### src/sv/lens_byte_exchange_master_assert.svh
// Assertion macros shared by the lens byte exchange RTL.
`ifndef LENS_BYTE_EXCHANGE_MASTER_ASSERT_SVH
`define LENS_BYTE_EXCHANGE_MASTER_ASSERT_SVH

// Same-cycle implication, checked while out of reset.
`define LBX_ASSERT_NOW(lbl, clk, rst_n, ante, cons) \
    lbl: assert property (@(posedge clk) disable iff (!(rst_n)) (ante) |-> (cons)) \
        else $error("lbx: same-cycle check failed");

// Next-cycle implication, checked while out of reset.
`define LBX_ASSERT_NEXT(lbl, clk, rst_n, ante, cons) \
    lbl: assert property (@(posedge clk) disable iff (!(rst_n)) (ante) |=> (cons)) \
        else $error("lbx: next-cycle check failed");

`endif

### src/sv/lbx_pkg.sv
`timescale 1ns / 1ps

package lbx_pkg;

    // Bits moved in one exchange, most significant bit first.
    localparam int BITS_PER_EXCHANGE = 8;
    localparam int BYTE_W = 8;
    localparam int CNT_W = 4;
    localparam int WAIT_W = 16;
    localparam int TICK_W = 10;

    // Register reset values.
    localparam logic [TICK_W-1:0] HALF_BIT_RST = 10'd10;
    localparam logic [TICK_W-1:0] RELEASE_RST = 10'd10;
    localparam logic [WAIT_W-1:0] TIMEOUT_RST = 16'd3000;
    localparam logic [TICK_W-1:0] POST_BUSY_RST = 10'd40;

    localparam logic [BYTE_W-1:0] RX_TIMEOUT = 8'hFF;

    // Configuration register indexes.
    typedef enum logic [1:0] {
        CFG_HALF_BIT  = 2'd0,
        CFG_RELEASE   = 2'd1,
        CFG_TIMEOUT   = 2'd2,
        CFG_POST_BUSY = 2'd3
    } t_cfg_reg;

    // Exchange sequencer phases.
    typedef enum logic [5:0] {
        PH_IDLE    = 6'b000001,
        PH_LOW     = 6'b000010,
        PH_HIGH    = 6'b000100,
        PH_RELEASE = 6'b001000,
        PH_BUSY    = 6'b010000,
        PH_POST    = 6'b100000
    } t_phase;

    typedef struct packed {
        logic [TICK_W-1:0] half_bit_ticks;
        logic [TICK_W-1:0] release_ticks;
        logic [WAIT_W-1:0] busy_timeout_ticks;
        logic [TICK_W-1:0] post_busy_ticks;
    } t_cfg;

    typedef struct packed {
        logic              action;
        logic [BYTE_W-1:0] tx_byte;
        logic              data_in_level;
        logic              clock_line_level;
    } t_item;

    typedef struct packed {
        logic              clock_drive_enable;
        logic              clock_out_level;
        logic              data_out_level;
        logic              exchange_busy;
        logic              exchange_done;
        logic [BYTE_W-1:0] rx_byte;
        logic              timed_out;
    } t_result;

endpackage

### src/sv/lens_byte_exchange_master.sv
`timescale 1ns / 1ps

// Tick-driven master for one byte exchange on a lens link with a shared,
// open-drain clock line that idles high. Each input item is either one time
// tick or a start request carrying the byte to send; every item yields one
// result item with the line drive levels, the busy flag and, on the tick the
// exchange ends, the done pulse with the received byte (0xFF with timed_out
// set when the partner held the clock low past the timeout). One item is
// accepted per clock cycle; an item passes through an input register and then
// the sequencer into the result buffer, from which its result is offered. A
// two-entry output buffer keeps input accepted while a result waits to be
// taken; the input stalls only while both entries hold results. Timing
// registers are to be written through the configuration port only while the
// block is idle; the block itself does not enforce this.
module lens_byte_exchange_master (
    input  logic        i_clk,
    input  logic        i_rst_n,
    // Tick and start items.
    input  logic        s_axis_tvalid,
    output logic        s_axis_tready,
    // [7:0] tx_byte, [8] data_in_level, [9] clock_line_level, [15:10] zero
    input  logic [15:0] s_axis_tdata,
    // [0] action
    input  logic        s_axis_tuser,
    // Result items.
    output logic        m_axis_tvalid,
    input  logic        m_axis_tready,
    // [0] clock_drive_enable, [1] clock_out_level, [2] data_out_level,
    // [3] exchange_busy, [4] exchange_done, [12:5] rx_byte, [13] timed_out,
    // [15:14] zero
    output logic [15:0] m_axis_tdata,
    // Configuration write port.
    input  logic        i_cfg_valid,
    output logic        o_cfg_ready,
    input  logic [1:0]  i_cfg_index,
    input  logic [15:0] i_cfg_data
);
    import lbx_pkg::*;

    logic    r_in_valid;
    t_item   r_in;
    t_cfg    r_cfg;
    logic    w_fire;
    logic    w_space;
    t_result w_result;
    t_result w_out;

    // Input register stage.
    assign w_fire        = r_in_valid && w_space;
    assign s_axis_tready = !r_in_valid || w_fire;

    always_ff @(posedge i_clk) begin
        if (!i_rst_n) begin
            r_in_valid <= 1'b0;
        end else if (s_axis_tready) begin
            r_in_valid <= s_axis_tvalid;
        end
    end

    always_ff @(posedge i_clk) begin
        if (s_axis_tvalid && s_axis_tready) begin
            r_in.action           <= s_axis_tuser;
            r_in.tx_byte          <= s_axis_tdata[7:0];
            r_in.data_in_level    <= s_axis_tdata[8];
            r_in.clock_line_level <= s_axis_tdata[9];
        end
    end

    // Configuration registers.
    assign o_cfg_ready = 1'b1;

    always_ff @(posedge i_clk) begin
        if (!i_rst_n) begin
            r_cfg.half_bit_ticks     <= HALF_BIT_RST;
            r_cfg.release_ticks      <= RELEASE_RST;
            r_cfg.busy_timeout_ticks <= TIMEOUT_RST;
            r_cfg.post_busy_ticks    <= POST_BUSY_RST;
        end else if (i_cfg_valid) begin
            case (t_cfg_reg'(i_cfg_index))
                CFG_HALF_BIT:  r_cfg.half_bit_ticks     <= i_cfg_data[TICK_W-1:0];
                CFG_RELEASE:   r_cfg.release_ticks      <= i_cfg_data[TICK_W-1:0];
                CFG_TIMEOUT:   r_cfg.busy_timeout_ticks <= i_cfg_data;
                CFG_POST_BUSY: r_cfg.post_busy_ticks    <= i_cfg_data[TICK_W-1:0];
                default:       r_cfg <= r_cfg;
            endcase
        end
    end

    // Bit sequencer.
    lbx_core u_core (
        .i_clk    (i_clk),
        .i_rst_n  (i_rst_n),
        .i_fire   (w_fire),
        .i_item   (r_in),
        .i_cfg    (r_cfg),
        .o_result (w_result)
    );

    // Result register and skid.
    lbx_out_buf u_out_buf (
        .i_clk   (i_clk),
        .i_rst_n (i_rst_n),
        .i_push  (w_fire),
        .i_data  (w_result),
        .o_space (w_space),
        .o_valid (m_axis_tvalid),
        .i_ready (m_axis_tready),
        .o_data  (w_out)
    );

    assign m_axis_tdata = {2'b00, w_out.timed_out, w_out.rx_byte, w_out.exchange_done,
                           w_out.exchange_busy, w_out.data_out_level,
                           w_out.clock_out_level, w_out.clock_drive_enable};

endmodule

### src/sv/lbx_core.sv
`timescale 1ns / 1ps

`include "lens_byte_exchange_master_assert.svh"

module lbx_core (
    input  logic             i_clk,
    input  logic             i_rst_n,
    input  logic             i_fire,
    input  lbx_pkg::t_item   i_item,
    input  lbx_pkg::t_cfg    i_cfg,
    output lbx_pkg::t_result o_result
);
    import lbx_pkg::*;

    t_phase              r_phase,  n_phase;
    logic [CNT_W-1:0]    r_bit,    n_bit;
    logic [BYTE_W-1:0]   r_send,   n_send;
    logic [BYTE_W-1:0]   r_recv,   n_recv;
    logic [WAIT_W-1:0]   r_wait,   n_wait;
    logic                r_clk_en, n_clk_en;
    logic                r_dout,   n_dout;

    logic [TICK_W-1:0]   w_half;
    logic [WAIT_W-1:0]   w_wait_inc;
    logic                w_done;
    logic                w_tout;
    logic [BYTE_W-1:0]   w_rx;

    // Next state of the bit sequencer for the current tick.
    always_comb begin
        n_phase  = r_phase;
        n_bit    = r_bit;
        n_send   = r_send;
        n_recv   = r_recv;
        n_wait   = r_wait;
        n_clk_en = r_clk_en;
        n_dout   = r_dout;
        w_done   = 1'b0;
        w_tout   = 1'b0;
        w_rx     = '0;
        w_half   = (i_cfg.half_bit_ticks == '0) ? TICK_W'(1) : i_cfg.half_bit_ticks;
        w_wait_inc = r_wait + WAIT_W'(1);
        case (r_phase)
            PH_IDLE: begin
                if (i_item.action) begin
                    n_clk_en = 1'b1;
                    n_recv   = '0;
                    n_bit    = '0;
                    n_dout   = i_item.tx_byte[BYTE_W-1];
                    n_send   = {i_item.tx_byte[BYTE_W-2:0], 1'b0};
                    n_phase  = PH_LOW;
                    n_wait   = '0;
                end
            end
            PH_LOW: begin
                n_wait = w_wait_inc;
                if (w_wait_inc >= WAIT_W'(w_half)) begin
                    n_recv  = {r_recv[BYTE_W-2:0], i_item.data_in_level};
                    n_bit   = r_bit + CNT_W'(1);
                    n_phase = PH_HIGH;
                    n_wait  = '0;
                end
            end
            PH_HIGH: begin
                n_wait = w_wait_inc;
                if (w_wait_inc >= WAIT_W'(w_half)) begin
                    n_wait = '0;
                    if (r_bit >= CNT_W'(BITS_PER_EXCHANGE)) begin
                        n_clk_en = 1'b0;
                        n_phase  = PH_RELEASE;
                    end else begin
                        n_dout  = r_send[BYTE_W-1];
                        n_send  = {r_send[BYTE_W-2:0], 1'b0};
                        n_phase = PH_LOW;
                    end
                end
            end
            PH_RELEASE: begin
                n_wait = w_wait_inc;
                if (w_wait_inc >= WAIT_W'(i_cfg.release_ticks)) begin
                    n_phase = PH_BUSY;
                    n_wait  = '0;
                end
            end
            PH_BUSY: begin
                // The partner holds the clock low while it is busy.
                if (i_item.clock_line_level) begin
                    n_phase = PH_POST;
                    n_wait  = '0;
                end else if (r_wait >= i_cfg.busy_timeout_ticks) begin
                    n_phase = PH_IDLE;
                    n_wait  = '0;
                    w_done  = 1'b1;
                    w_tout  = 1'b1;
                    w_rx    = RX_TIMEOUT;
                end else begin
                    n_wait = w_wait_inc;
                end
            end
            PH_POST: begin
                n_wait = w_wait_inc;
                if (w_wait_inc >= WAIT_W'(i_cfg.post_busy_ticks)) begin
                    n_clk_en = 1'b1;
                    n_phase  = PH_IDLE;
                    n_wait   = '0;
                    w_done   = 1'b1;
                    w_rx     = r_recv;
                end
            end
            default: begin
                n_phase = PH_IDLE;
                n_wait  = '0;
            end
        endcase
    end

    // Result of the tick, seen after its state update.
    always_comb begin
        o_result.clock_drive_enable = n_clk_en;
        o_result.clock_out_level    = (n_phase != PH_LOW);
        o_result.data_out_level     = n_dout;
        o_result.exchange_busy      = (n_phase != PH_IDLE);
        o_result.exchange_done      = w_done;
        o_result.rx_byte            = w_rx;
        o_result.timed_out          = w_tout;
    end

    // Sequencer state advances once per processed item.
    always_ff @(posedge i_clk) begin
        if (!i_rst_n) begin
            r_phase  <= PH_IDLE;
            r_bit    <= '0;
            r_send   <= '0;
            r_recv   <= '0;
            r_wait   <= '0;
            r_clk_en <= 1'b1;
            r_dout   <= 1'b0;
        end else if (i_fire) begin
            r_phase  <= n_phase;
            r_bit    <= n_bit;
            r_send   <= n_send;
            r_recv   <= n_recv;
            r_wait   <= n_wait;
            r_clk_en <= n_clk_en;
            r_dout   <= n_dout;
        end
    end

    // The bit counter never runs past one exchange.
    `LBX_ASSERT_NOW(a_bit_range, i_clk, i_rst_n, 1'b1, r_bit <= CNT_W'(BITS_PER_EXCHANGE))
    // The clock stays released from the end of the last bit until completion.
    `LBX_ASSERT_NOW(a_released, i_clk, i_rst_n,
        (r_phase == PH_RELEASE) || (r_phase == PH_BUSY) || (r_phase == PH_POST), !r_clk_en)
    // A completed exchange always returns the sequencer to idle.
    `LBX_ASSERT_NEXT(a_done_idle, i_clk, i_rst_n, i_fire && w_done, r_phase == PH_IDLE)

endmodule

### src/sv/lbx_out_buf.sv
`timescale 1ns / 1ps

`include "lens_byte_exchange_master_assert.svh"

module lbx_out_buf (
    input  logic             i_clk,
    input  logic             i_rst_n,
    input  logic             i_push,
    input  lbx_pkg::t_result i_data,
    output logic             o_space,
    output logic             o_valid,
    input  logic             i_ready,
    output lbx_pkg::t_result o_data
);
    import lbx_pkg::*;

    t_result    r_buf0;
    t_result    r_buf1;
    logic [1:0] r_count;
    logic       w_pop;

    // Two-entry skid: a result waits here while the next item is worked on.
    assign w_pop   = (r_count != 2'd0) && i_ready;
    assign o_space = (r_count != 2'd2);
    assign o_valid = (r_count != 2'd0);
    assign o_data  = r_buf0;

    // Entry payload moves toward the head as results leave.
    always_ff @(posedge i_clk) begin
        if (i_push && !w_pop) begin
            if (r_count == 2'd0) begin
                r_buf0 <= i_data;
            end else begin
                r_buf1 <= i_data;
            end
        end else if (w_pop && !i_push) begin
            r_buf0 <= r_buf1;
        end else if (w_pop && i_push) begin
            if (r_count == 2'd1) begin
                r_buf0 <= i_data;
            end else begin
                r_buf0 <= r_buf1;
                r_buf1 <= i_data;
            end
        end
    end

    // Occupancy count.
    always_ff @(posedge i_clk) begin
        if (!i_rst_n) begin
            r_count <= 2'd0;
        end else if (i_push && !w_pop) begin
            r_count <= r_count + 2'd1;
        end else if (w_pop && !i_push) begin
            r_count <= r_count - 2'd1;
        end
    end

    // The buffer never holds more than two results.
    `LBX_ASSERT_NOW(a_count_max, i_clk, i_rst_n, 1'b1, r_count != 2'd3)
    // A push never lands in a full buffer.
    `LBX_ASSERT_NOW(a_no_overrun, i_clk, i_rst_n, i_push, r_count != 2'd2)

endmodule
### config.mk
export PLATFORM = sky130hd
export DESIGN_NAME = lens_byte_exchange_master
export DESIGN_NICKNAME = d
export VERILOG_FILES = /design/src/sv/lbx_pkg.sv /design/src/sv/lens_byte_exchange_master.sv /design/src/sv/lbx_core.sv /design/src/sv/lbx_out_buf.sv
export VERILOG_INCLUDE_DIRS = /design/src /design/src/sv
export SDC_FILE = /design/constraint.sdc
export NUM_CORES = 1
export LEC_CHECK = 0
export BUFFER_PORTS_ARGS = -buffer_cell sky130_fd_sc_hd__buf_2
export CELL_PAD_IN_SITES_DETAIL_PLACEMENT = 0
export CELL_PAD_IN_SITES_GLOBAL_PLACEMENT = 1
export CORE_ASPECT_RATIO = 0.6
export CORE_MARGIN = 2
export CORE_UTILIZATION = 30
export DETAILED_ROUTE_END_ITERATION = 10
export PLACE_DENSITY_LB_ADDON = 0.1
export SLEW_MARGIN = 25
export SYNTH_ARGS = -nofsm -noshare
export SYNTH_HDL_FRONTEND = slang
export SYNTH_HIERARCHICAL = 1
export SYNTH_SLANG_ARGS = --single-unit
### constraint.sdc
create_clock -name i_clk -period 8.45 [get_ports i_clk]
set_input_delay 1.2675 -clock i_clk [delete_from_list [all_inputs] [get_ports i_clk]]
set_output_delay 1.2675 -clock i_clk [all_outputs]
set_load 0.01 [all_outputs]
# Yosys cells after proc, flatten, opt, wreduce, memory -nomap -nowiden
# Cells that the tools add are included.
# word_totals
reg_bits	132
inputBits	40
output_inout_bits	19
# op_classes
add_sub_neg	4
magnitude_cmp	5
n_eq_ne	21
n_mux	57
reduce_logical	29
# op_table
operator	count
two-way mux 14 bit	10
two-way mux 16 bit	6
one-hot mux 16 bit (5 select lines)	1
two-way mux 8 bit	8
>= comparator 16 x 10 -> 1 bit	3
one-hot mux 8 bit (2 select lines)	3
two-way mux 6 bit	7
one-hot mux 6 bit (6 select lines)	1
adder 16 x 1 -> 16 bit (second input constant)	1
>= comparator 16 bit	1
two-way mux 4 bit	3
inequality test 2 bit (second input constant)	6
AND reduction 2 bit	6
two-way mux 1 bit	11
logical NOT 10 bit	1
two-way mux 10 bit	1
nonzero test 2 bit	5
one-hot mux 4 bit (2 select lines)	1
AND reduction 4 bit	2
equality test 6 x 1 -> 1 bit (second input constant)	1
equality test 6 x 2 -> 1 bit (second input constant)	1
equality test 6 x 3 -> 1 bit (second input constant)	1
equality test 6 x 4 -> 1 bit (second input constant)	1
equality test 6 x 5 -> 1 bit (second input constant)	1
20 further kinds	34

# Depth between registers and ports, before layout
# logic_depth
depth_word	10
ltp_mapped	15
depth_no_buf	13

# Hierarchy
# The synthesis kept the hierarchy.
# modules_own_cells
module	instances	cells_each	area_per_inst_um2	seq_area_each_um2
lbx_core	1	481	3743.6	860.8
lens_byte_exchange_master	1	200	2219.6	1271.2
lbx_out_buf	1	69	1271.2	880.8

# Worst setup path after synthesis
# OpenSTA, ideal clock, no wires.
# synth_path
path_type	reg-to-reg
startpoint	register u_core.r_wait[0]
endpoint	register u_out_buf.r_buf0 (netlist bit u_out_buf/o_data[11]), data pin
setup_time_ns	0.260
arrival_ns	3.170
required_time_ns	8.190
setup_slack_ns	5.021
stages_incl_launch_ff	13
period_less_slack_ns	3.429
path_cell_list	dfxtp_1 > ha_1 > and4_1 > nand4_1 > xnor2_1 > ha_1 > o21ai_0 > nor4_1 > a211oi_4 > a311oi_2 > o21ai_0 > buf_4 > mux2_2
# synth_via
elab_chain_cells	8
word_cells_on_any_way	9
# synth_rtl
item	line_no	text
from (decl)	lbx_core.sv:19	logic [WAIT_W-1:0] r_wait, n_wait;
from (signal assigned)	lbx_core.sv:143	r_wait <= n_wait;
adder 16 x 1 -> 16 bit (*)	lbx_core.sv:42	w_wait_inc = r_wait + WAIT_W'(1);
>= comparator 16 x 10 -> 1 bit (*)	lbx_core.sv:66	if (w_wait_inc >= WAIT_W'(w_half)) begin
two-way mux 1 bit (*)	lbx_core.sv:66	
one-hot mux 1 bit (2 select lines) (*)	lbx_core.sv:43	case (r_phase)
via u_core.n_dout	lbx_core.sv:21	logic r_dout, n_dout;
two-way mux 14 bit	lbx_out_buf.sv:39	if (r_count == 2'd1) begin
two-way mux 14 bit	lbx_out_buf.sv:38	end else if (w_pop && i_push) begin
two-way mux 14 bit	lbx_out_buf.sv:36	end else if (w_pop && !i_push) begin
two-way mux 14 bit (*)	lbx_out_buf.sv:30	if (i_push && !w_pop) begin
to (signal assigned)	lbx_out_buf.sv:32	r_buf0 <= i_data;
to (signal assigned)	lbx_out_buf.sv:37	r_buf0 <= r_buf1;
to (signal assigned)	lbx_out_buf.sv:40	r_buf0 <= i_data;
to (decl)	lbx_out_buf.sv:17	t_result r_buf0;
# Mark *: on every way through the listed nets, which the timed path passes. The rest lies on a longest branch. The select of a mux whose other input is x is not followed.
# A chain may end at the register's enable or synchronous reset.

# Worst setup path after layout
# layout_path
startpoint	register u_core.r_wait[0]
endpoint	register u_core.r_recv[1]
# layout_via
elab_chain_cells	4
# layout_rtl
item	line_no	text
adder 16 x 1 -> 16 bit	lbx_core.sv:42	
>= comparator 16 x 10 -> 1 bit	lbx_core.sv:57	if (w_wait_inc >= WAIT_W'(w_half)) begin
inequality test 2 x 1 -> 1 bit (no source line)	--	
AND reduction 4 bit (no source line)	--	
to (signal assigned)	lbx_core.sv:142	r_recv <= n_recv;
to (decl)	lbx_core.sv:18	logic [BYTE_W-1:0] r_recv, n_recv;
# Every way passes these cells.

==> summary.txt <==
Yosys
  • Yosys Warn Count: 6
  • Gate Count Post-Synth: 750
  • Mapped Area: 7230 um2
  • Synth cell types: 75
  • Post-synth EDFFs: 39
  • Post-synthesis xor/xnor area fraction: 0.0201
  • Avg Inst Size Synth: slightly below 10 um2
  • Async S/R FF share, synth: 0
  • Largest family of logic cells by synthesized area: simple AND/OR/NAND/NOR gates
  • Simple-gate share of the synthesized area: 0.176
  • Multiplexer share of the synthesized area: 0.0837
  • Flops & latches, synth: approximately 130
  • Sequential share of the synthesized area: 0.416
  • Post-synth top flop: dfxtp_1
  • Adder-cell share of the synthesized area: 0.0918
  • Synth Area in Compound Gates: 0.141

Finish
  • Nets: about 870
  • Commonest non-fill, non-tap cell in the layout: nand2_1
  • Post-route cell area: 8220 um2
  • Area Overhead vs Synth: 13.6%
  • Finished Core Util: 0.351
  • Most frequent cells in the layout: nand2_1 (106), dfxtp_1 (92), inv_1 (62)
  • Layout cells sized above 1: 0.149
  • Antenna diodes: 0
  • Cell Count, Final, Fillers Out: 1,109
  • Fill cells: 2,379

Clock tree
  • Clock-pin slew on the worst setup and hold paths: 0.06 ns
  • CTS tree: yes
  • CTS max path bufs: 2
  • Post-CTS sizing: 0
  • Worst skew pair latency: 0.43 ns
  • Clk root buf: clkbuf_16
  • # Post-CTS Setup Buffers: 0
  • TritonCTS Buffers: 17
  • Clk sinks: ~130
  • Post-CTS Hold Buffers: 0
  • CTS H-tree depth: 4

Timing
  • Relative slew slack: 0.372
  • Tmin final: 4.32 ns
  • Slew @ Worst Pin: 0.936 ns
  • Final setup fails: 0
  • Final Slew Violations: 0
  • Fmax: 231 MHz
  • TNS Setup: 0 ns
  • Final hold violations: 0
  • RSZ-0062 raised after global routing: no
  • Fin worst setup slack: slightly above 4 ns
  • Worst Skew: a little under 0.009 ns
  • Tcrit/Tclk final: 0.511

Min path
  • Worst Hold Class: register to register
  • Hold EP: r_cfg[22]$_SDFFE_PN0P_
  • Hold path depth: 2
  • Hold path start: r_cfg[22]$_SDFFE_PN0P_

Placed design
  • Worst slack at placement: 4.12 ns
  • PortBufs: 49
  • Cells after DPL: 1,077
  • Placement Cell Area: between 7000 and 8000 um2
  • HPWL after DPL: 14,300 um
  • GPL Wtd Cong: 0.796

Die
  • Die Ht: 124 um
  • # rows: 43
  • IO Count: 59
  • Die W: 204 um
  • CORE AREA: 23,400 um2
  • Die area: about 25,000 um2
  • Initial Util: 0.309

Pwr
  • Leakage power: 3.44 nW
  • P per Cell Area: 215 nW/um2
  • Switch Pwr: 0.000489 W
  • Pint: between 0.001 and 0.0015 W
  • Seq pwr share: 0.422
  • Part of the power in combinational logic: 0.176
  • Net Sw Frac: 0.277
  • VDD IR-drop max: 142 uV
  • Clock network fraction of total power: 0.402

Setup path
  • Register-to-register setup slack: 4.13 ns
  • R2R cell count: 11
  • Crit path launch type: register
  • Kind of critical path: register to register
  • RR Startpoint: u_core/r_wait[0]$_SDFFE_PN0P_
  • Critical path required time: 8.72 ns
  • Crit path capture type: register
  • Reg2reg end: u_core/r_recv[1]$_SDFFE_PN0P_
  • CP Max Fanout: 12
  • WP data arrival: around 4.6 ns

Run status
  • Status: finished, final reports clean

Global routing
  • Gr usage total: 0.157
  • GRT overflow: 0
  • Antenna violations before repair: 0
  • Vias in the first global route: 5,493
  • Largest net degree at the start of global routing: 66
  • First-pass GRT wire length: between 30,000 and 40,000 um

Drt
  • Detailed-route via count: around 5,600
  • Wire per inst: 17.1 um
  • Drt via density: 5.05
  • DRT Wirelength: 19,000 um
  • DRT iter0 DRCs: 417
  • First drt pass iteration count: 5
  • DRC Markers: 0
  • DRT antenna net count: 0

Run
  • Total of max-cap violations: 0
## final cells by class
class,count,area (um2),area share
clock buffer,20,437,0.0531
clock inverter,12,115,0.0140
timing repair buffer,55,290,0.0353
tap,315,394,0.0480
inverter,62,233,0.0283
multi-input combinational,514,3740,0.455
sequential,131,3010,0.367
## how the worst max path moves through the flow
stage / from / depth (start not counted) / end
finish: u_core/r_wait[0]$_SDFFE_PN0P_ / 11 / u_core/r_recv[1]$_SDFFE_PN0P_
detailed placement: u_core/r_wait[0]$_SDFFE_PN0P_ / 11 / u_core/r_recv[6]$_SDFFE_PN0P_
floorplan: u_core/r_wait[0]$_SDFFE_PN0P_ / 12 / u_out_buf/o_data[11]$_DFFE_PP_
global route: u_core/r_wait[0]$_SDFFE_PN0P_ / 11 / u_core/r_recv[2]$_SDFFE_PN0P_
global placement: u_core/r_wait[0]$_SDFFE_PN0P_ / 11 / u_core/r_recv[6]$_SDFFE_PN0P_
CTS: u_core/r_wait[0]$_SDFFE_PN0P_ / 11 / u_core/r_recv[1]$_SDFFE_PN0P_
## Yosys cell counts, drive strengths merged, types with 8 or more instances
master | count | area, um2
nand2 | 106 | 398
dfxtp | 92 | 1840
inv | 62 | 233
ha | 52 | 651
mux2i | 41 | 410
edfxtp | 39 | 1170
nand3 | 33 | 165
o21ai | 25 | 133
buf | 22 | 185
clkbuf | 22 | 83.8
nor2 | 21 | 78.8
o211ai | 18 | 135
nor3 | 15 | 80.1
a21oi | 14 | 70.1
mux2 | 14 | 195
nand4 | 12 | 75.1
nor2b | 12 | 75.1
a21o | 11 | 82.6
a211oi | 9 | 80.1
nand2b | 9 | 63.8
xor2 | 8 | 70.1
## worst max-delay path, stage by stage (launching register included)
cell	delay (ns)
dfxtp_1	0.52
ha_1	0.34
and4_1	0.35
nand4_1	0.15
xnor2_1	0.47
ha_1	0.26
o21ai_0	0.13
nor4_1	0.50
a211oi_4	0.19
and3_1	0.25
o21ai_1	0.74
o221ai_1	0.23
## power groups by stage
stage / combinational, W / sequential [W] / clock (W)
final: 0.000310 / 0.000745 / 0.000710
after floorplan: 0.000225 / 0.000764 / 0
after global placement: 0.000308 / 0.000756 / 0
after CTS: 0.000314 / 0.000745 / 0.000730
after detailed placement: 0.000313 / 0.000758 / 0
after global routing: 0.000344 / 0.000752 / 0.000755
## cell families (layout without fill, tap and decap cells)
group / Yosys count / in the layout
compound gates: 134 / 134
xor+xnor: 15 / 15
fa+ha+maj: 53 / 53
buf+inv: 106 / 149
flops: 131 / 131
mux: 55 / 55
other cells: 2 / 3
simple gates: 254 / 254
## stage by stage
step           power (W)  hold slack (ns)
4_1_cts          0.00179            0.462
2_1_floorplan   0.000989            0.435
3_3_place_gp     0.00106            0.446
3_5_place_dp     0.00107            0.452
6_report         0.00177            0.461
5_1_grt          0.00185            0.475
## routing by layer
layer  share of wire  vias up  GRT usage
met5               0        -          0
met4          0.0070        0     0.0396
met3           0.049       11     0.0406
met2            0.39      110      0.205
met1            0.56     2714      0.247
li1                -     2769          -
## sequential cells by signal (all words and copies together), names as in the netlist
signal	cells
u_core/r_recv	8
u_core/r_phase	6
u_out_buf/r_buf1	14
u_core/r_send	7
u_core/r_clk_en	1
u_out_buf/o_data	14
u_core/r_wait	16
u_core/r_bit	4
u_out_buf/r_count	2
u_core/r_dout	1
r_in_valid	1
r_cfg	46
r_in	11
(Power assumes the default switching activity.)
